File: src/rtl/sdp_pkg.sv
// Shared types, constants and the saturating product helper for the SPH density block.
package sdp_pkg;

    localparam int FRAC_BITS_DEF   = 16;
    localparam int QUEUE_DEPTH_DEF = 4;
    localparam int POW_EXP         = 7;

    localparam int CFG_IDX_W  = 3;
    localparam int CFG_DATA_W = 32;

    localparam logic [CFG_IDX_W-1:0] CFG_SMOOTH_LEN_SQ    = 3'd0;
    localparam logic [CFG_IDX_W-1:0] CFG_MIN_DIST_SQ      = 3'd1;
    localparam logic [CFG_IDX_W-1:0] CFG_DENSITY_SCALE    = 3'd2;
    localparam logic [CFG_IDX_W-1:0] CFG_INV_REST_DENSITY = 3'd3;
    localparam logic [CFG_IDX_W-1:0] CFG_GAS_STIFFNESS    = 3'd4;

    localparam logic [31:0] RST_SMOOTH_LEN_SQ    = 32'h0001_0000;
    localparam logic [15:0] RST_MIN_DIST_SQ      = 16'h0001;
    localparam logic [31:0] RST_DENSITY_SCALE    = 32'h0001_0000;
    localparam logic [31:0] RST_INV_REST_DENSITY = 32'h0001_0000;
    localparam logic [31:0] RST_GAS_STIFFNESS    = 32'h0001_0000;

    localparam logic [63:0] SAT64        = 64'hFFFF_FFFF_FFFF_FFFF;
    localparam logic [63:0] MASK32       = 64'h0000_0000_FFFF_FFFF;
    localparam logic [63:0] PRES_POS_MAX = 64'h0000_0000_7FFF_FFFF;
    localparam logic [63:0] PRES_NEG_MAG = 64'h0000_0000_8000_0000;

    typedef struct packed {
        logic [31:0] smooth_len_sq;
        logic [15:0] min_dist_sq;
        logic [31:0] density_scale;
        logic [31:0] inv_rest_density;
        logic [31:0] gas_stiffness;
    } t_cfg;

    // classified pair: d = h2 - r2 when hit
    typedef struct packed {
        logic [31:0] d;
        logic        hit;
        logic        last;
    } t_pair;

    typedef struct packed {
        logic        start;
        logic [63:0] sum;
    } t_fin_ctl;

    typedef struct packed {
        logic busy;
        logic done;
    } t_fin_stat;

    // floor((p0 + p1*2^32) / 2^frac), saturated to 64 bits
    function automatic logic [63:0] f_mul_combine(input logic [63:0] p0,
                                                  input logic [63:0] p1,
                                                  input int unsigned frac);
        logic [95:0] full;
        logic [95:0] top;
        logic [95:0] shifted;
        full    = {32'd0, p0} + {p1, 32'd0};
        top     = full >> (64 + frac);
        shifted = full >> frac;
        if (top != 96'd0) begin
            return SAT64;
        end
        return shifted[63:0];
    endfunction

endpackage

File: src/rtl/sdp_queue.sv
// Short register FIFO of classified pairs between front and back.
module sdp_queue
    import sdp_pkg::*;
#(
    parameter int DEPTH = QUEUE_DEPTH_DEF
) (
    input  logic  i_clk,
    input  logic  i_rst_n,
    input  logic  i_push,
    input  t_pair i_push_word,
    output logic  o_full,
    output logic  o_valid,
    output t_pair o_word,
    input  logic  i_pop
);

    localparam int PTR_W = $clog2(DEPTH);
    localparam int CNT_W = $clog2(DEPTH + 1);

    t_pair            r_mem [DEPTH];
    logic [PTR_W-1:0] r_wr_ptr, n_wr_ptr;
    logic [PTR_W-1:0] r_rd_ptr, n_rd_ptr;
    logic [CNT_W-1:0] r_count, n_count;

    always_comb begin
        n_wr_ptr = r_wr_ptr;
        n_rd_ptr = r_rd_ptr;
        n_count  = r_count;
        if (i_push) begin
            n_wr_ptr = (r_wr_ptr == PTR_W'(DEPTH - 1)) ? '0 : r_wr_ptr + PTR_W'(1);
        end
        if (i_pop) begin
            n_rd_ptr = (r_rd_ptr == PTR_W'(DEPTH - 1)) ? '0 : r_rd_ptr + PTR_W'(1);
        end
        unique case ({i_push, i_pop})
            2'b10:   n_count = r_count + CNT_W'(1);
            2'b01:   n_count = r_count - CNT_W'(1);
            default: n_count = r_count;
        endcase
    end

    always_ff @(posedge i_clk) begin
        if (!i_rst_n) begin
            r_wr_ptr <= '0;
            r_rd_ptr <= '0;
            r_count  <= '0;
        end else begin
            r_wr_ptr <= n_wr_ptr;
            r_rd_ptr <= n_rd_ptr;
            r_count  <= n_count;
        end
    end

    always_ff @(posedge i_clk) begin
        if (i_push) begin
            r_mem[r_wr_ptr] <= i_push_word;
        end
    end

    assign o_full  = (r_count == CNT_W'(DEPTH));
    assign o_valid = (r_count != '0);
    assign o_word  = r_mem[r_rd_ptr];

endmodule

File: config.mk
export PLATFORM = sky130hd
export DESIGN_NAME = sdp_queue
export DESIGN_NICKNAME = d
export VERILOG_FILES = /design/src/rtl/sdp_pkg.sv /design/src/rtl/sdp_queue.sv
export SDC_FILE = /design/constraint.sdc
export NUM_CORES = 1
export LEC_CHECK = 0
export ABC_AREA = 0
export BUFFER_PORTS_ARGS = -buffer_cell sky130_fd_sc_hd__buf_2
export CELL_PAD_IN_SITES_DETAIL_PLACEMENT = 1
export CELL_PAD_IN_SITES_GLOBAL_PLACEMENT = 1
export CORE_ASPECT_RATIO = 1.2
export CORE_MARGIN = 1
export CORE_UTILIZATION = 53
export DETAILED_ROUTE_END_ITERATION = 6
export PLACE_DENSITY_LB_ADDON = 0.1
export REMOVE_ABC_BUFFERS = 1
export SYNTH_ARGS = -nofsm -noshare
export SYNTH_HDL_FRONTEND = slang
export SYNTH_SLANG_ARGS = --single-unit
File: constraint.sdc
create_clock -name i_clk -period 4.9 [get_ports i_clk]
set_input_delay 0.49 -clock i_clk [delete_from_list [all_inputs] [get_ports i_clk]]
set_output_delay 0.49 -clock i_clk [all_outputs]
set_load 0.05 [all_outputs]
==> out/results.ini <==
[route]
wl_per_cell_um=22.00
dr.pass1.iters=4
final_antenna_net_count=0
vias=2492
drtIter0Drc=88
drc_errors=0
vias_per_cell=5.600
wl_mm=9.790

[clocking]
numCtsBuffers=17
cts_hold_buffers=0
cts_sinks=145
cts_tree=done
cts_setup_buffers=0
cts_repair_resize_count=0
clk_latency_ns=0.41
cts-root-buf=clkbuf_16
clk_pin_slew_worst_paths_ns=0.06
htreeDepth=4
cts_max_path_buffers=2

[synthesis]
yosys_register_bits=145
yosysSeqAreaShare=0.7880
synth_fa_ha_area_frac=0.01757
yosys-top-cells-area=edfxtp_1, mux4_2, dfxtp_1
synth_top_family_by_area=multiplexers
synth.avg_cell_area_um2=24.49
synth-xor-area-share=0.003237
yosys-mux-area-fraction=0.1498
synth-compound-area-share=0.004624
synth_top_area_share=0.7547
synth_cell_types=21
synth_cells=221
yosysTopAreaCell=edfxtp_1
synth-simple-area-share=0.01803
ys_warn_count=0
synth_area_um2=5411

[timing]
tns_ns=0
drv_slew=0
hold_viol_final=0
max_freq_mhz=351.1
rsz0062_at_grt=no
finalCritPeriodShare=0.5812
setup_viol=0
tightest_slew_ns=0.9738
max_slew_margin=0.3508
finClkSkew_ns=0.005243
period_minus_slack_ns=2.848

[floorplanning]
dieArea_um2=10620
chipWidth_um=94.24
die_y_um=112.7
start_util=0.5433
row_count=40
core-area_um2=9960
io-pin-count=74

[finish]
drive_gt1_frac=0.4357
design_area_um2=6477
final_cell_count_no_fill=445
regArea_um2=4267
multiInputGateArea_um2=1051
fin_nets=351
diodes=0
area_growth_pct=19.70
nFillCells=837

[placement]
dpl-instance-area_um2=5859
port_buffers=73
gp_congestion=0.6458
placed_cells=413
place_hpwl_mm=5.585

[global_routing]
antenna_found_initial=0
grt_overflow=0
grt_start_max_net_pins=35
grt_usage=0.2066
first_global_vias=2717
grt_pass1_wl_mm=15.01

[setup_path]
critical_path_class=flip-flop to output port
critPathCaptureType=output port
critPathMaxFanout=24
cpPeakStageDelay_ns=0.62
cp.required_ns=4.41
critical_path_arrival_ns=2.36
cp-start-kind=flip-flop
crit_slowest_cell=mux4_1
crit_chain=buf_4, mux4_1, buf_2

[power_and_ir_drop]
leakagePower_nw=2.224
irDropWorstVdd_mv=0.2305
power.density_nw_per_um2=480.8

[job]
drv_cap=0

[run_status]
status=completed

[worst_hold_path]
hp-class=input port to flip-flop

==> kinds of logic (layout without fill, tap and decap cells) <==
kind of cell             Yosys count  count (layout)
multiplexers                      37              37
XOR/XNOR                           2               2
AO/OA/AOI/OAI                      4               4
AND/OR/NAND/NOR                   15              15
buffers and inverters             11             109
adder cells (fa/ha/maj)            7               7
flip-flops                       145             145
==> worst max-delay path: cells and delay by family, from the launching register on <==
family                 cells  cell delay, ns
multiplexers               1            0.62
buffers and inverters      2            0.72
flip-flops                 1            0.57
==> layout by cell type, fill, tap and decap left out, drive strengths merged <==
cell type / n
mux2i: 3
clkbuf: 18
or3: 2
xnor2: 2
bufinv: 4
nor2b: 5
clkinvlp: 7
a21oi: 1
o21ai: 1
ha: 6
dfxtp: 9
edfxtp: 136
nor3b: 3
fa: 1
buf: 74
inv: 4
o21a: 1
mux4: 34
and2: 5
clkinv: 2
a21boi: 1
==> layer usage <==
metal	vias to the layer above	track usage	wire, um
li1	1100	-	-
met1	1307	0.2505	4047
met2	69	0.3430	5214
met3	16	0.05780	357
met4	0	0.09538	170
met5	-	0	0
==> report_power, final <==
part	total (W)	leakage, nW	internal (W)	switching [W]
Clock	0.00134	0.276	0.000849	0.000490
Combinational	0.000334	0.624	0.000104	0.000231
Sequential	0.00144	1.32	0.00141	0.0000299
==> area by class of cell <==
class                           instances  share of cell area
Clock buffer                           18             0.06625
Clock inverter                         14             0.02917
Inverter                                3            0.001738
Multi-Input combinational cell         65              0.1623
Sequential cell                       145              0.6587
Tap cell                              126             0.02434
Timing Repair Buffer                   74             0.05756
==> Yosys cell counts <==
cell type and instances:
a21boi_0 1, buf_12 3, dfxtp_1 9, edfxtp_1 136, xnor2_1 2, mux4_2 30, ha_1 6, and2_1 5
nor2b_1 5, inv_1 3, mux2i_1 3, mux4_1 4, buf_2 3, fa_1 1, or3_1 2, o21a_1 1
clkbuf_1 1, buf_6 1, a21oi_1 1, nor3b_1 3, o21ai_0 1
==> registers in the layout (all words and copies together), names as in the netlist, named ones only <==
name      cells
r_count       3
r_mem       136
r_rd_ptr      2
r_wr_ptr      2
==> stage by stage <==
step	utilization	worst slack [ns]	power [W]	hold slack [ns]
6_report	0.6504	2.052	0.003114	0.2899
5_1_grt	0.6504	1.890	0.003190	0.2788
4_1_cts	0.6504	1.980	0.003135	0.2685
3_5_place_dp	0.5883	2.428	0.001804	0.5105
3_3_place_gp	0.5883	2.457	0.001793	0.4849
2_1_floorplan	-	1.974	0.001706	0.4674
==> path summary, 6_finish.rpt <==
| kind | startpoint | endpoint | slack [ns] | cells after the start |
|---|---|---|---|---|
| setup / recovery | flip-flop | o_word[23] | 2.05 | 3 |
| hold / removal | i_push_word[11] | r_mem[1][11]$_DFFE_PP_ | 0.29 | 1 |
| setup reg to reg | r_wr_ptr[1]$_SDFFE_PN0P_ | r_mem[3][12]$_DFFE_PP_ | 3.09 | 2 |
| hold reg to reg | r_count[2]$_SDFFE_PN0P_ | r_count[2]$_SDFFE_PN0P_ | 0.52 | 2 |
No activity file was read; power rests on OpenSTA's default activity.
