## src/rtl/sdp_pkg.sv

```systemverilog
// Shared types, constants and the saturating product helper for the SPH density block.
package sdp_pkg;

    localparam int FRAC_BITS_DEF   = 16;
    localparam int QUEUE_DEPTH_DEF = 4;
    localparam int POW_EXP         = 7;

    localparam int CFG_IDX_W  = 3;
    localparam int CFG_DATA_W = 32;

    localparam logic [CFG_IDX_W-1:0] CFG_SMOOTH_LEN_SQ    = 3'd0;
    localparam logic [CFG_IDX_W-1:0] CFG_MIN_DIST_SQ      = 3'd1;
    localparam logic [CFG_IDX_W-1:0] CFG_DENSITY_SCALE    = 3'd2;
    localparam logic [CFG_IDX_W-1:0] CFG_INV_REST_DENSITY = 3'd3;
    localparam logic [CFG_IDX_W-1:0] CFG_GAS_STIFFNESS    = 3'd4;

    localparam logic [31:0] RST_SMOOTH_LEN_SQ    = 32'h0001_0000;
    localparam logic [15:0] RST_MIN_DIST_SQ      = 16'h0001;
    localparam logic [31:0] RST_DENSITY_SCALE    = 32'h0001_0000;
    localparam logic [31:0] RST_INV_REST_DENSITY = 32'h0001_0000;
    localparam logic [31:0] RST_GAS_STIFFNESS    = 32'h0001_0000;

    localparam logic [63:0] SAT64        = 64'hFFFF_FFFF_FFFF_FFFF;
    localparam logic [63:0] MASK32       = 64'h0000_0000_FFFF_FFFF;
    localparam logic [63:0] PRES_POS_MAX = 64'h0000_0000_7FFF_FFFF;
    localparam logic [63:0] PRES_NEG_MAG = 64'h0000_0000_8000_0000;

    typedef struct packed {
        logic [31:0] smooth_len_sq;
        logic [15:0] min_dist_sq;
        logic [31:0] density_scale;
        logic [31:0] inv_rest_density;
        logic [31:0] gas_stiffness;
    } t_cfg;

    // classified pair: d = h2 - r2 when hit
    typedef struct packed {
        logic [31:0] d;
        logic        hit;
        logic        last;
    } t_pair;

    typedef struct packed {
        logic        start;
        logic [63:0] sum;
    } t_fin_ctl;

    typedef struct packed {
        logic busy;
        logic done;
    } t_fin_stat;

    // floor((p0 + p1*2^32) / 2^frac), saturated to 64 bits
    function automatic logic [63:0] f_mul_combine(input logic [63:0] p0,
                                                  input logic [63:0] p1,
                                                  input int unsigned frac);
        logic [95:0] full;
        logic [95:0] top;
        logic [95:0] shifted;
        full    = {32'd0, p0} + {p1, 32'd0};
        top     = full >> (64 + frac);
        shifted = full >> frac;
        if (top != 96'd0) begin
            return SAT64;
        end
        return shifted[63:0];
    endfunction

endpackage

```

## src/rtl/sdp_front.sv

```systemverilog
// Front end: takes neighbour words, forms r2, classifies and pushes pairs to the queue.
module sdp_front
    import sdp_pkg::*;
#(
    parameter int FRAC_BITS = FRAC_BITS_DEF
) (
    input  logic               i_clk,
    input  logic               i_rst_n,
    input  t_cfg               i_cfg,
    input  logic               i_in_valid,
    output logic               o_in_stall,
    input  logic signed [31:0] i_center_x,
    input  logic signed [31:0] i_center_y,
    input  logic signed [31:0] i_neighbour_x,
    input  logic signed [31:0] i_neighbour_y,
    input  logic               i_last_neighbour,
    output logic               o_push,
    output t_pair              o_push_word,
    input  logic               i_q_full
);

    localparam int R2_W = 65 - FRAC_BITS;

    logic [32:0]     dx;
    logic [32:0]     dy;
    logic [31:0]     ax;
    logic [31:0]     ay;
    logic            adv;
    logic            accept;
    logic [64:0]     sum_sq;
    logic [R2_W-1:0] r2;
    logic            hit;

    logic        r_v1, r_v2, r_v3;
    logic [31:0] r_s1_ax, r_s1_ay;
    logic        r_s1_last;
    logic [63:0] r_s2_sx, r_s2_sy;
    logic        r_s2_last;
    t_pair       r_s3_word;
    logic        r_s3_keep;

    always_comb begin
        dx = {i_neighbour_x[31], i_neighbour_x} - {i_center_x[31], i_center_x};
        dy = {i_neighbour_y[31], i_neighbour_y} - {i_center_y[31], i_center_y};
        ax = dx[32] ? (~dx[31:0] + 32'd1) : dx[31:0];
        ay = dy[32] ? (~dy[31:0] + 32'd1) : dy[31:0];
    end

    // pairs outside the kernel that do not close a run are dropped here
    assign adv    = !(r_v3 && r_s3_keep && i_q_full);
    assign accept = i_in_valid && adv;

    assign sum_sq = {1'b0, r_s2_sx} + {1'b0, r_s2_sy};
    assign r2     = sum_sq[64:FRAC_BITS];
    assign hit    = (r2 < R2_W'(i_cfg.smooth_len_sq)) && (r2 >= R2_W'(i_cfg.min_dist_sq));

    always_ff @(posedge i_clk) begin
        if (!i_rst_n) begin
            r_v1 <= 1'b0;
            r_v2 <= 1'b0;
            r_v3 <= 1'b0;
        end else if (adv) begin
            r_v1 <= accept;
            r_v2 <= r_v1;
            r_v3 <= r_v2;
        end
    end

    always_ff @(posedge i_clk) begin
        if (adv) begin
            r_s1_ax        <= ax;
            r_s1_ay        <= ay;
            r_s1_last      <= i_last_neighbour;
            r_s2_sx        <= 64'(r_s1_ax) * 64'(r_s1_ax);
            r_s2_sy        <= 64'(r_s1_ay) * 64'(r_s1_ay);
            r_s2_last      <= r_s1_last;
            r_s3_word.d    <= i_cfg.smooth_len_sq - r2[31:0];
            r_s3_word.hit  <= hit;
            r_s3_word.last <= r_s2_last;
            r_s3_keep      <= hit || r_s2_last;
        end
    end

    assign o_in_stall  = !adv;
    assign o_push      = r_v3 && r_s3_keep && !i_q_full;
    assign o_push_word = r_s3_word;

endmodule

```

## config.mk

```make
export PLATFORM = sky130hd
export DESIGN_NAME = sdp_front
export DESIGN_NICKNAME = d
export VERILOG_FILES = /design/src/rtl/sdp_pkg.sv /design/src/rtl/sdp_front.sv
export SDC_FILE = /design/constraint.sdc
export NUM_CORES = 2
export LEC_CHECK = 0
export ABC_AREA = 0
export BUFFER_PORTS_ARGS = -buffer_cell sky130_fd_sc_hd__buf_2
export CORE_ASPECT_RATIO = 0.75
export CORE_MARGIN = 2
export CORE_UTILIZATION = 25
export CTS_BUF_LIST = sky130_fd_sc_hd__clkbuf_8
export DETAILED_ROUTE_END_ITERATION = 10
export SYNTH_ARGS = -nofsm -noshare
export SYNTH_HDL_FRONTEND = slang
export SYNTH_SLANG_ARGS = --single-unit
```

## constraint.sdc

```tcl
create_clock -name i_clk -period 16.7 [get_ports i_clk]
set_input_delay 3.34 -clock i_clk [delete_from_list [all_inputs] [get_ports i_clk]]
set_output_delay 3.34 -clock i_clk [all_outputs]
set_load 0.02 [all_outputs]
```

==> results.sh <==
export IMPL_ys_types=90
export IMPL_yosys_warnings=0
export IMPL_vias_per_cell=4.32
export IMPL_worstPathMaxFanout=15
export IMPL_grt_overflow=0
export IMPL_drt_iter0_markers=3639
export IMPL_yosysMostFrequentCell="inv_1"
export IMPL_clock_latency_ns=0.83
export IMPL_htreeDepth=2
export IMPL_busiest_layer="met2"
export IMPL_netlist_area_sq_um=75800
export IMPL_drive_above_1_share=0.0523
export IMPL_cts_hold_fix_buffers=0
export IMPL_ys_flop_type="edfxtp_1"
export IMPL_avgSynthCellArea_sq_um=9.38
export IMPL_synth_top_area_share=0.419
export IMPL_reg2reg_slack_ns=6.98
export IMPL_clk_pin_slew_worst_paths_ns=0.06
export IMPL_track_usage=0.138
export IMPL_area_delta_synth_final_pct=9.19
export IMPL_wl_per_cell_microns=17.0
export IMPL_clockRootBuffer="clkbuf_8"
export IMPL_synth_edf_count=225
export IMPL_worstPathRequired_ns=17.19
export IMPL_use_met1=0.196
export IMPL_syn_inst=8083
export IMPL_cts_path_max_buffers=3
export IMPL_postCtsSetupRepairBufs=0
export IMPL_setup_violations=0
export IMPL_die_y_microns=481
export IMPL_gp_congestion=0.896
export IMPL_drv_cap=0
export IMPL_rsz0062_at_grt="false"
export IMPL_dr_pass1_iters=5
export IMPL_grt_pass1_vias=56200
export IMPL_grt_pass1_wl_microns=329000
export IMPL_fin_crit_ns=9.72
export IMPL_synthTopCellsByCount="inv_1, fa_1, ha_1, nand2_1, and2_1"
export IMPL_async_flop_share=0
export IMPL_tightestPinTransition_ns=1.20
export IMPL_status="finished, final reports clean"
export IMPL_fin_crit_sh=0.582
export IMPL_ios=313
export IMPL_start_util=0.251
export IMPL_critical_path_class="flop to flop"
export IMPL_final_hold_violation_count=0
export IMPL_skew_ns=0.0928
export IMPL_grtUsageMet2=0.208
export IMPL_die_width_microns=640
export IMPL_holdWs_ns=0.419
export IMPL_worst_endpoint_arrival_ns=10.21
export IMPL_cts_tree="built"
export IMPL_max_slew_margin=0.177
export IMPL_grt_max_degree=122
export IMPL_dp_hpwl_microns=171000
export IMPL_num_vias=53100
export IMPL_rows=175
export IMPL_synth_top_area_cell="fa_1"
export IMPL_core_sq_um=302000
export IMPL_nNetsFinal=10800
export IMPL_drt_wl_total_microns=208000
export IMPL_seq_area_frac_synth=0.0899
export IMPL_port_buffers=216
export IMPL_antenna_found_initial=32
export IMPL_cts_resized=0
export IMPL_cts_sinks=228
export IMPL_min_path_type="flop to flop"
export IMPL_drcViolationCount=0
export IMPL_postRouteAntennaNets=0
export IMPL_dieArea_sq_um=308000
export IMPL_timing_setup_tns_ns=0
export IMPL_synth_seq_cells=228
export IMPL_cp_start_kind="flop"
export IMPL_met3_usage=0.0315
export IMPL_max_freq_mhz=103
export IMPL_netlist_top_cells_area="fa_1, ha_1, inv_1"
export IMPL_drv_slew=0
export IMPL_cts_buffers=46
export IMPL_syn_nets=10800
export IMPL_end_kind="flop"
==> path summary, 6_finish.rpt <==
check             depth (start not counted)        from     endpoint
hold reg to reg                           0   r_s1_last    r_s2_last
setup / recovery                         26  r_s1_ay[7]  r_s2_sy[62]
setup reg to reg                         26  r_s1_ay[7]  r_s2_sy[62]
hold / removal                            0   r_s1_last    r_s2_last
==> per-layer routing <==
| layer | share of wire | vias up |
|---|---|---|
| li1 | - | 25000 |
| met1 | 0.46 | 26400 |
| met2 | 0.43 | 1534 |
| met3 | 0.082 | 201 |
| met4 | 0.028 | 2 |
| met5 | 0.000062 | - |
==> critical path, cell delays in order (launching register included) <==
cell	delay, ns
edfxtp_1	0.32
buf_4	0.26
buf_4	0.33
inv_1	0.26
nor2_1	0.26
fa_1	0.46
fa_1	0.52
fa_1	0.56
inv_1	0.06
fa_1	0.48
inv_1	0.05
fa_1	0.48
fa_1	0.56
fa_1	0.42
fa_1	0.49
ha_1	0.38
a21oi_1	0.21
o21ai_0	0.15
o2111a_1	0.27
o2111a_1	0.14
a211o_1	0.34
o21ai_1	0.65
nand3_1	0.32
a311oi_1	0.72
o41a_1	0.30
o2bb2ai_1	0.22
o211ai_1	0.14
==> flip-flops by register name, summed over array words and instances (netlist names) <==
signal,flops
r_s2_sy,62
r_s1_ay,32
r_s1_last,1
r_s2_last,1
o_push_word,34
r_s1_ax,32
r_s3_keep,1
r_v2,1
r_s2_sx,62
r_v3,1
r_v1,1
==> cell usage in the layout, fill, tap and decap left out, drive strengths merged, types with 19 or more instances in the layout <==
master / instances
inv: 2137
fa: 1587
ha: 808
nand2: 683
and2: 467
buf: 292
a21oi: 285
nor2: 227
edfxtp: 225
xnor2: 219
o21ai: 161
a21o: 152
xor2: 151
nand3: 71
o21bai: 48
clkbuf: 46
nor2b: 44
nor3: 41
a31oi: 40
nand4: 40
o21a: 39
and3: 33
a211oi: 33
a31o: 29
o211ai: 27
nand2b: 26
o31ai: 24
or2: 22
diode: 19
==> logic make-up after synthesis <==
| group | Yosys count | synth area share |
|---|---|---|
| compound gates | 968 | 0.0836 |
| fa+ha+maj | 2395 | 0.552 |
| xor+xnor | 370 | 0.0427 |
| buf+inv | 2387 | 0.118 |
| flops | 228 | 0.0899 |
| mux | 13 | 0.00177 |
| simple gates | 1722 | 0.112 |
==> cell type report <==
cell class,instances,area (sq um)
Clock buffer,46,633
Timing Repair Buffer,292,1660
Clock inverter,40,490
Fill cell,32200,220000
Multi-Input combinational cell,5468,60100
Sequential cell,228,6820
Inverter,2128,7990
Antenna cell,19,47.5
Tap cell,4071,5090
==> stage by stage <==
stage	instances	util	setup WS, ns	cell area [sq um]
floorplan	8083	-	2.66	75800
global placement	12200	0.270	7.24	81600
detailed placement	12200	0.270	7.23	81600
CTS	12300	0.274	7.19	82800
global route	12300	0.274	6.71	82800
finish	12300	0.274	6.98	82800
Power is not shown: default switching activity piles up to over one toggle a cycle in this logic, so the estimate is an artifact.
