File: config.mk
export PLATFORM = sky130hd
export DESIGN_NAME = sdp_final
export DESIGN_NICKNAME = d
export VERILOG_FILES = /design/src/rtl/sdp_pkg.sv /design/src/rtl/sdp_final.sv
export SDC_FILE = /design/constraint.sdc
export NUM_CORES = 2
export LEC_CHECK = 0
export ABC_AREA = 1
export BUFFER_PORTS_ARGS = -buffer_cell sky130_fd_sc_hd__buf_4
export CAP_MARGIN = 25
export CORE_AREA = 2 2 524 370
export CTS_BUF_LIST = sky130_fd_sc_hd__clkbuf_16
export DETAILED_ROUTE_END_ITERATION = 8
export DIE_AREA = 0 0 526 372
export GPL_TIMING_DRIVEN = 0
export PLACE_DENSITY = 0.55
export SLEW_MARGIN = 20
export SYNTH_ARGS = -nofsm -noshare
export SYNTH_HDL_FRONTEND = slang
export SYNTH_SLANG_ARGS = --single-unit
File: constraint.sdc
create_clock -name i_clk -period 28 [get_ports i_clk]
set_input_delay 5.6 -clock i_clk [delete_from_list [all_inputs] [get_ports i_clk]]
set_output_delay 5.6 -clock i_clk [all_outputs]
set_load 0.01 [all_outputs]
File: src/rtl/sdp_pkg.sv
// Shared types, constants and the saturating product helper for the SPH density block.
package sdp_pkg;

    localparam int FRAC_BITS_DEF   = 16;
    localparam int QUEUE_DEPTH_DEF = 4;
    localparam int POW_EXP         = 7;

    localparam int CFG_IDX_W  = 3;
    localparam int CFG_DATA_W = 32;

    localparam logic [CFG_IDX_W-1:0] CFG_SMOOTH_LEN_SQ    = 3'd0;
    localparam logic [CFG_IDX_W-1:0] CFG_MIN_DIST_SQ      = 3'd1;
    localparam logic [CFG_IDX_W-1:0] CFG_DENSITY_SCALE    = 3'd2;
    localparam logic [CFG_IDX_W-1:0] CFG_INV_REST_DENSITY = 3'd3;
    localparam logic [CFG_IDX_W-1:0] CFG_GAS_STIFFNESS    = 3'd4;

    localparam logic [31:0] RST_SMOOTH_LEN_SQ    = 32'h0001_0000;
    localparam logic [15:0] RST_MIN_DIST_SQ      = 16'h0001;
    localparam logic [31:0] RST_DENSITY_SCALE    = 32'h0001_0000;
    localparam logic [31:0] RST_INV_REST_DENSITY = 32'h0001_0000;
    localparam logic [31:0] RST_GAS_STIFFNESS    = 32'h0001_0000;

    localparam logic [63:0] SAT64        = 64'hFFFF_FFFF_FFFF_FFFF;
    localparam logic [63:0] MASK32       = 64'h0000_0000_FFFF_FFFF;
    localparam logic [63:0] PRES_POS_MAX = 64'h0000_0000_7FFF_FFFF;
    localparam logic [63:0] PRES_NEG_MAG = 64'h0000_0000_8000_0000;

    typedef struct packed {
        logic [31:0] smooth_len_sq;
        logic [15:0] min_dist_sq;
        logic [31:0] density_scale;
        logic [31:0] inv_rest_density;
        logic [31:0] gas_stiffness;
    } t_cfg;

    // classified pair: d = h2 - r2 when hit
    typedef struct packed {
        logic [31:0] d;
        logic        hit;
        logic        last;
    } t_pair;

    typedef struct packed {
        logic        start;
        logic [63:0] sum;
    } t_fin_ctl;

    typedef struct packed {
        logic busy;
        logic done;
    } t_fin_stat;

    // floor((p0 + p1*2^32) / 2^frac), saturated to 64 bits
    function automatic logic [63:0] f_mul_combine(input logic [63:0] p0,
                                                  input logic [63:0] p1,
                                                  input int unsigned frac);
        logic [95:0] full;
        logic [95:0] top;
        logic [95:0] shifted;
        full    = {32'd0, p0} + {p1, 32'd0};
        top     = full >> (64 + frac);
        shifted = full >> frac;
        if (top != 96'd0) begin
            return SAT64;
        end
        return shifted[63:0];
    endfunction

endpackage

File: src/rtl/sdp_final.sv
// Back end finish sequencer: density, ratio power and Tait pressure on one multiplier.
module sdp_final
    import sdp_pkg::*;
#(
    parameter int FRAC_BITS = FRAC_BITS_DEF
) (
    input  logic               i_clk,
    input  logic               i_rst_n,
    input  t_cfg               i_cfg,
    input  t_fin_ctl           i_fin_ctl,
    output t_fin_stat          o_fin_stat,
    output logic               o_out_valid,
    input  logic               i_out_stall,
    output logic        [31:0] o_density,
    output logic signed [31:0] o_pressure
);

    localparam int          CNT_W = $clog2(POW_EXP - 1);
    localparam logic [63:0] ONE   = 64'(1) << FRAC_BITS;

    typedef enum logic [2:0] {
        S_IDLE,
        S_MLO,
        S_MHI,
        S_MCMB,
        S_STEP,
        S_OUT
    } t_state;

    typedef enum logic [1:0] {
        OP_DENS,
        OP_RATIO,
        OP_POW,
        OP_PRES
    } t_op;

    t_state             r_state, n_state;
    t_op                r_op, n_op;
    logic [CNT_W-1:0]   r_cnt, n_cnt;
    logic [63:0]        r_ma, n_ma;
    logic [31:0]        r_mb, n_mb;
    logic [63:0]        r_p0, n_p0;
    logic [63:0]        r_p1, n_p1;
    logic [63:0]        r_res, n_res;
    logic               r_neg, n_neg;
    logic [31:0]        r_dens, n_dens;
    logic [31:0]        r_ratio, n_ratio;
    logic [31:0]        r_pres, n_pres;
    logic               r_out_v, n_out_v;
    logic [31:0]        r_density, n_density;
    logic signed [31:0] r_pressure, n_pressure;

    logic [31:0] mul_a;
    logic [63:0] prod;
    logic [31:0] dens32;
    logic        do_pres;
    logic [63:0] pw_in;
    logic        pw_ge;
    logic        load;

    assign mul_a = (r_state == S_MLO) ? r_ma[31:0] : r_ma[63:32];
    assign prod  = 64'(mul_a) * 64'(r_mb);

    always_comb begin
        n_state    = r_state;
        n_op       = r_op;
        n_cnt      = r_cnt;
        n_ma       = r_ma;
        n_mb       = r_mb;
        n_p0       = r_p0;
        n_p1       = r_p1;
        n_res      = r_res;
        n_neg      = r_neg;
        n_dens     = r_dens;
        n_ratio    = r_ratio;
        n_pres     = r_pres;
        n_out_v    = r_out_v;
        n_density  = r_density;
        n_pressure = r_pressure;
        dens32     = (r_res > MASK32) ? 32'hFFFF_FFFF : r_res[31:0];
        do_pres    = 1'b0;
        pw_in      = r_res;
        pw_ge      = 1'b0;
        load       = 1'b0;

        if (r_out_v && !i_out_stall) begin
            n_out_v = 1'b0;
        end

        unique case (r_state)
            S_IDLE: begin
                if (i_fin_ctl.start) begin
                    n_ma    = i_fin_ctl.sum;
                    n_mb    = i_cfg.density_scale;
                    n_op    = OP_DENS;
                    n_state = S_MLO;
                end
            end
            S_MLO: begin
                n_p0    = prod;
                n_state = S_MHI;
            end
            S_MHI: begin
                n_p1    = prod;
                n_state = S_MCMB;
            end
            S_MCMB: begin
                n_res   = f_mul_combine(r_p0, r_p1, FRAC_BITS);
                n_state = S_STEP;
            end
            S_STEP: begin
                unique case (r_op)
                    OP_DENS: begin
                        n_dens  = dens32;
                        n_ma    = {32'd0, dens32};
                        n_mb    = i_cfg.inv_rest_density;
                        n_op    = OP_RATIO;
                        n_state = S_MLO;
                    end
                    OP_RATIO: begin
                        if (r_res[63:32] != 32'd0) begin
                            // ratio beyond 32 bits: power taken as all ones
                            pw_in   = SAT64;
                            do_pres = 1'b1;
                        end else begin
                            n_ratio = r_res[31:0];
                            n_ma    = r_res;
                            n_mb    = r_res[31:0];
                            n_cnt   = '0;
                            n_op    = OP_POW;
                            n_state = S_MLO;
                        end
                    end
                    OP_POW: begin
                        if (r_cnt == CNT_W'(POW_EXP - 2)) begin
                            do_pres = 1'b1;
                        end else begin
                            n_ma    = r_res;
                            n_mb    = r_ratio;
                            n_cnt   = r_cnt + CNT_W'(1);
                            n_state = S_MLO;
                        end
                    end
                    OP_PRES: begin
                        if (r_neg) begin
                            n_pres = (r_res > PRES_NEG_MAG) ? PRES_NEG_MAG[31:0]
                                                            : (~r_res[31:0] + 32'd1);
                        end else begin
                            n_pres = (r_res > PRES_POS_MAX) ? PRES_POS_MAX[31:0]
                                                            : r_res[31:0];
                        end
                        n_state = S_OUT;
                    end
                endcase
            end
            S_OUT: begin
                if (!r_out_v || !i_out_stall) begin
                    load       = 1'b1;
                    n_out_v    = 1'b1;
                    n_density  = r_dens;
                    n_pressure = $signed(r_pres);
                    n_state    = S_IDLE;
                end
            end
            default: n_state = S_IDLE;
        endcase

        // magnitude of pow - 1, sign kept apart
        if (do_pres) begin
            pw_ge   = (pw_in >= ONE);
            n_ma    = pw_ge ? (pw_in - ONE) : (ONE - pw_in);
            n_neg   = !pw_ge;
            n_mb    = i_cfg.gas_stiffness;
            n_op    = OP_PRES;
            n_state = S_MLO;
        end
    end

    always_ff @(posedge i_clk) begin
        if (!i_rst_n) begin
            r_state <= S_IDLE;
            r_out_v <= 1'b0;
        end else begin
            r_state    <= n_state;
            r_out_v    <= n_out_v;
            r_op       <= n_op;
            r_cnt      <= n_cnt;
            r_ma       <= n_ma;
            r_mb       <= n_mb;
            r_p0       <= n_p0;
            r_p1       <= n_p1;
            r_res      <= n_res;
            r_neg      <= n_neg;
            r_dens     <= n_dens;
            r_ratio    <= n_ratio;
            r_pres     <= n_pres;
            r_density  <= n_density;
            r_pressure <= n_pressure;
        end
    end

    assign o_fin_stat.busy = (r_state != S_IDLE);
    assign o_fin_stat.done = load;
    assign o_out_valid     = r_out_v;
    assign o_density       = r_density;
    assign o_pressure      = r_pressure;

endmodule
==> flow_summary_export.csv <==
group,metric,value,unit
run_status,status,"completed",
timing,setup_viol,0,
route,final_antenna_net_count,0,
timing,rsz0062_at_grt,"no",
route,drtIter0Drc,6671,
placed_design,io_buffer_count,230,
critical_path,worstSetupPathType,"reg2reg",
global_routing,grt_max_degree,30,
timing,finalSetupTns,0,ns
floorplanning,die_w,526,um
clocking,clock_latency,0.63,ns
route,vias_per_cell,5.21,
timing,max_slew_margin,0.145,
floorplanning,pin_count,279,
timing,hold_violations,0,
synth,synth_warnings,0,
timing,finalClockSkew,0.0602,ns
clocking,cts_tree,"done",
min_path,hp-class,"reg2reg",
clocking,htreeDepth,2,
layout,drive_gt1_frac,0.0676,
floorplanning,core,0.192,mm2
placed_design,dpl_cell_area,0.0628,mm2
route,top_layer,"met5",
clocking,cts_resized,0,
route,met1_length,132,mm
clocking,postCtsSetupRepairBufs,0,
global_routing,antenna_found_initial,17,
global_routing,grt_overflow,0,
synth,syn-num-nets,8081,
critical_path,cp-start-kind,"flip-flop",
synth,async_flop_share,0,
global_routing,grt_pass1_wl,378,mm
synth,avgSynthCellArea,8.53,um2
route,wire_per_inst,28.3,um
run,cap_violations,0,
synth,ys_ff_latch,442,
synth,synth_edf_count,438,
floorplanning,dieArea,0.196,mm2
global_routing,grt.total_usage,0.275,
critical_path,worstSetupEndpointType,"flip-flop",
clocking,clock-root-buffer,"clkbuf_16",
global_routing,grt_pass1_vias,48500,
timing,post-route-period-util,0.430,
route,wl_met3,34.2,mm
critical_path,arrival,12.35,ns
timing,final.min_clock_period,12.04,ns
floorplanning,die_h,372,um
synth,syn_inst,6666,
clocking,clk_transition_reported_paths,0.07,ns
critical_path,cp_slowest_cell,"clkbuf_1",
floorplanning,placementRows,135,
floorplanning,initial_core_util,0.297,
route,num_vias,50000,
layout,area_delta_synth_final,13.1,%
placed_design,hpwl,233,mm
timing,fmax,0.0831,GHz
critical_path,required,28.31,ns
layout,finalNetCount,8431,
route,wl_met2,100,mm
critical_path,path_max_fanout,10,
clocking,clock_sinks,442,
clocking,numCtsBuffers,42,
layout,finalInstanceArea,0.0643,mm2
clocking,clockBufferDepth,3,
placed_design,gp_congestion,1.01,
critical_path,critPathMaxStageDelay,0.91,ns
synth,seq_area_frac_synth,0.233,
critical_path,cpMostUsedCell,"fa_1",
timing,timing_worst_slew_pin_value,1.28,ns
timing,slew_viol_final,0,
synth,synth_cell_type_count,53,
route,routed_wl,271,mm
route,drc,0,
synth,ys_dominant_reg_cell,"edfxtp_1",
clocking,cts_hold_buf,0,
synth,syn_area,0.0569,mm2
route,drt-pass1-iter-count,8,
[state kept, by name, indices dropped and copies added, names as in the netlist]
register	flops
o_density	32
r_res	64
r_mb	32
r_dens	32
r_ma	64
r_neg	1
r_p0	48
r_state	3
o_pressure	32
r_ratio	32
r_cnt	3
o_out_valid	1
r_p1	64
r_op	2
r_pres	32
[synthesized netlist by cell type, types with 2 or more instances]
cell	instances	area share
nand2_1	1341	0.089
inv_1	1301	0.086
nor2_1	929	0.061
fa_1	897	0.32
edfxtp_1	438	0.23
ha_1	306	0.067
o21ai_0	249	0.022
clkbuf_1	243	0.016
nand3_1	204	0.018
a21oi_1	143	0.013
xor2_1	121	0.019
xnor2_1	54	0.0083
nand4_1	52	0.0057
nor3_1	44	0.0039
a221oi_1	33	0.0051
o211ai_1	33	0.0044
o311ai_0	33	0.0051
buf_2	27	0.0024
o21ai_1	22	0.0019
o221ai_1	21	0.0032
o21a_1	18	0.0024
clkinv_1	15	0.00099
nor4_1	15	0.0017
a21o_1	13	0.0017
a31oi_1	13	0.0014
o22ai_1	13	0.0014
buf_1	11	0.00073
nand3b_1	9	0.0012
o21bai_1	9	0.0012
nor2_2	8	0.00088
buf_6	6	0.0012
a21boi_0	5	0.00066
dfxtp_1	4	0.0014
nand2_2	4	0.00044
nor2_4	4	0.00079
a211oi_1	3	0.00040
and2_1	3	0.00033
or2_2	3	0.00033
a2111oi_0	2	0.00031
and3_1	2	0.00022
buf_4	2	0.00026
o2111ai_1	2	0.00031
[metrics by stage]
step	cells	setup WS [ns]	utilization	hold WS, ns
2_1_floorplan	6666	14.30	-	0.400
3_3_place_gp	9430	10.49	0.322	0.406
3_5_place_dp	9496	16.04	0.328	0.405
4_1_cts	9570	16.03	0.335	0.418
5_1_grt	9580	15.65	0.335	0.412
6_report	9586	15.96	0.336	0.415
[layout make-up]
type / instances / area, um2
tap: 2534 / 3170
clock inverter: 32 / 318
clock buffer: 42 / 1050
timing repair buffer: 306 / 2680
multi-input combinational: 4618 / 37700
sequential: 442 / 13200
antenna: 6 / 15.0
fill: 20300 / 127000
buffer: 289 / 1190
inverter: 1317 / 4940
[metal layers]
metal,up-vias,track usage
met5,-,0
met4,4,0.0431
met3,235,0.0823
met2,2678,0.355
met1,25800,0.442
li1,21300,-
[cells in the final DEF (no fill, tap or decap), drive strengths merged, types with 34 or more instances in the layout]
master,instances
nand2,1345
inv,1310
nor2,941
fa,897
edfxtp,438
buf,351
ha,306
clkbuf,286
o21ai,272
nand3,206
a21oi,143
xor2,121
xnor2,54
nand4,52
nor3,46
clkinv,34
[cells by family (layout without fill, tap and decap cells)]
kind of cell,after synthesis,in the layout,synth area share
buffers and inverters,1606,1986,0.108
other,0,6,0
adder cells (fa/ha/maj),1203,1203,0.383
XOR/XNOR,175,175,0.0270
AO/OA/AOI/OAI,615,615,0.0649
flip-flops,442,442,0.233
AND/OR/NAND/NOR,2625,2625,0.185
[worst max-delay path: cells and delay by family (launching register included)]
family / cells / cell delay (ns)
AO/OA/AOI/OAI: 8 / 2.41
XOR/XNOR: 1 / 0.57
adder cells (fa/ha/maj): 9 / 4.57
buffers and inverters: 9 / 3.38
flip-flops: 1 / 0.41
AND/OR/NAND/NOR: 3 / 0.35
[path summary, 6_finish.rpt]
kind	startpoint	to	slack, ns	cells after the start
max	r_state[1]	r_p0[45]	15.96	30
min	r_res[29]	r_ratio[29]	0.41	0
max reg2reg	r_state[1]	r_p0[45]	15.96	30
min reg2reg	r_res[29]	r_ratio[29]	0.41	0
Power is not shown: default switching activity piles up to over one toggle a cycle in this logic, so the estimate is an artifact.
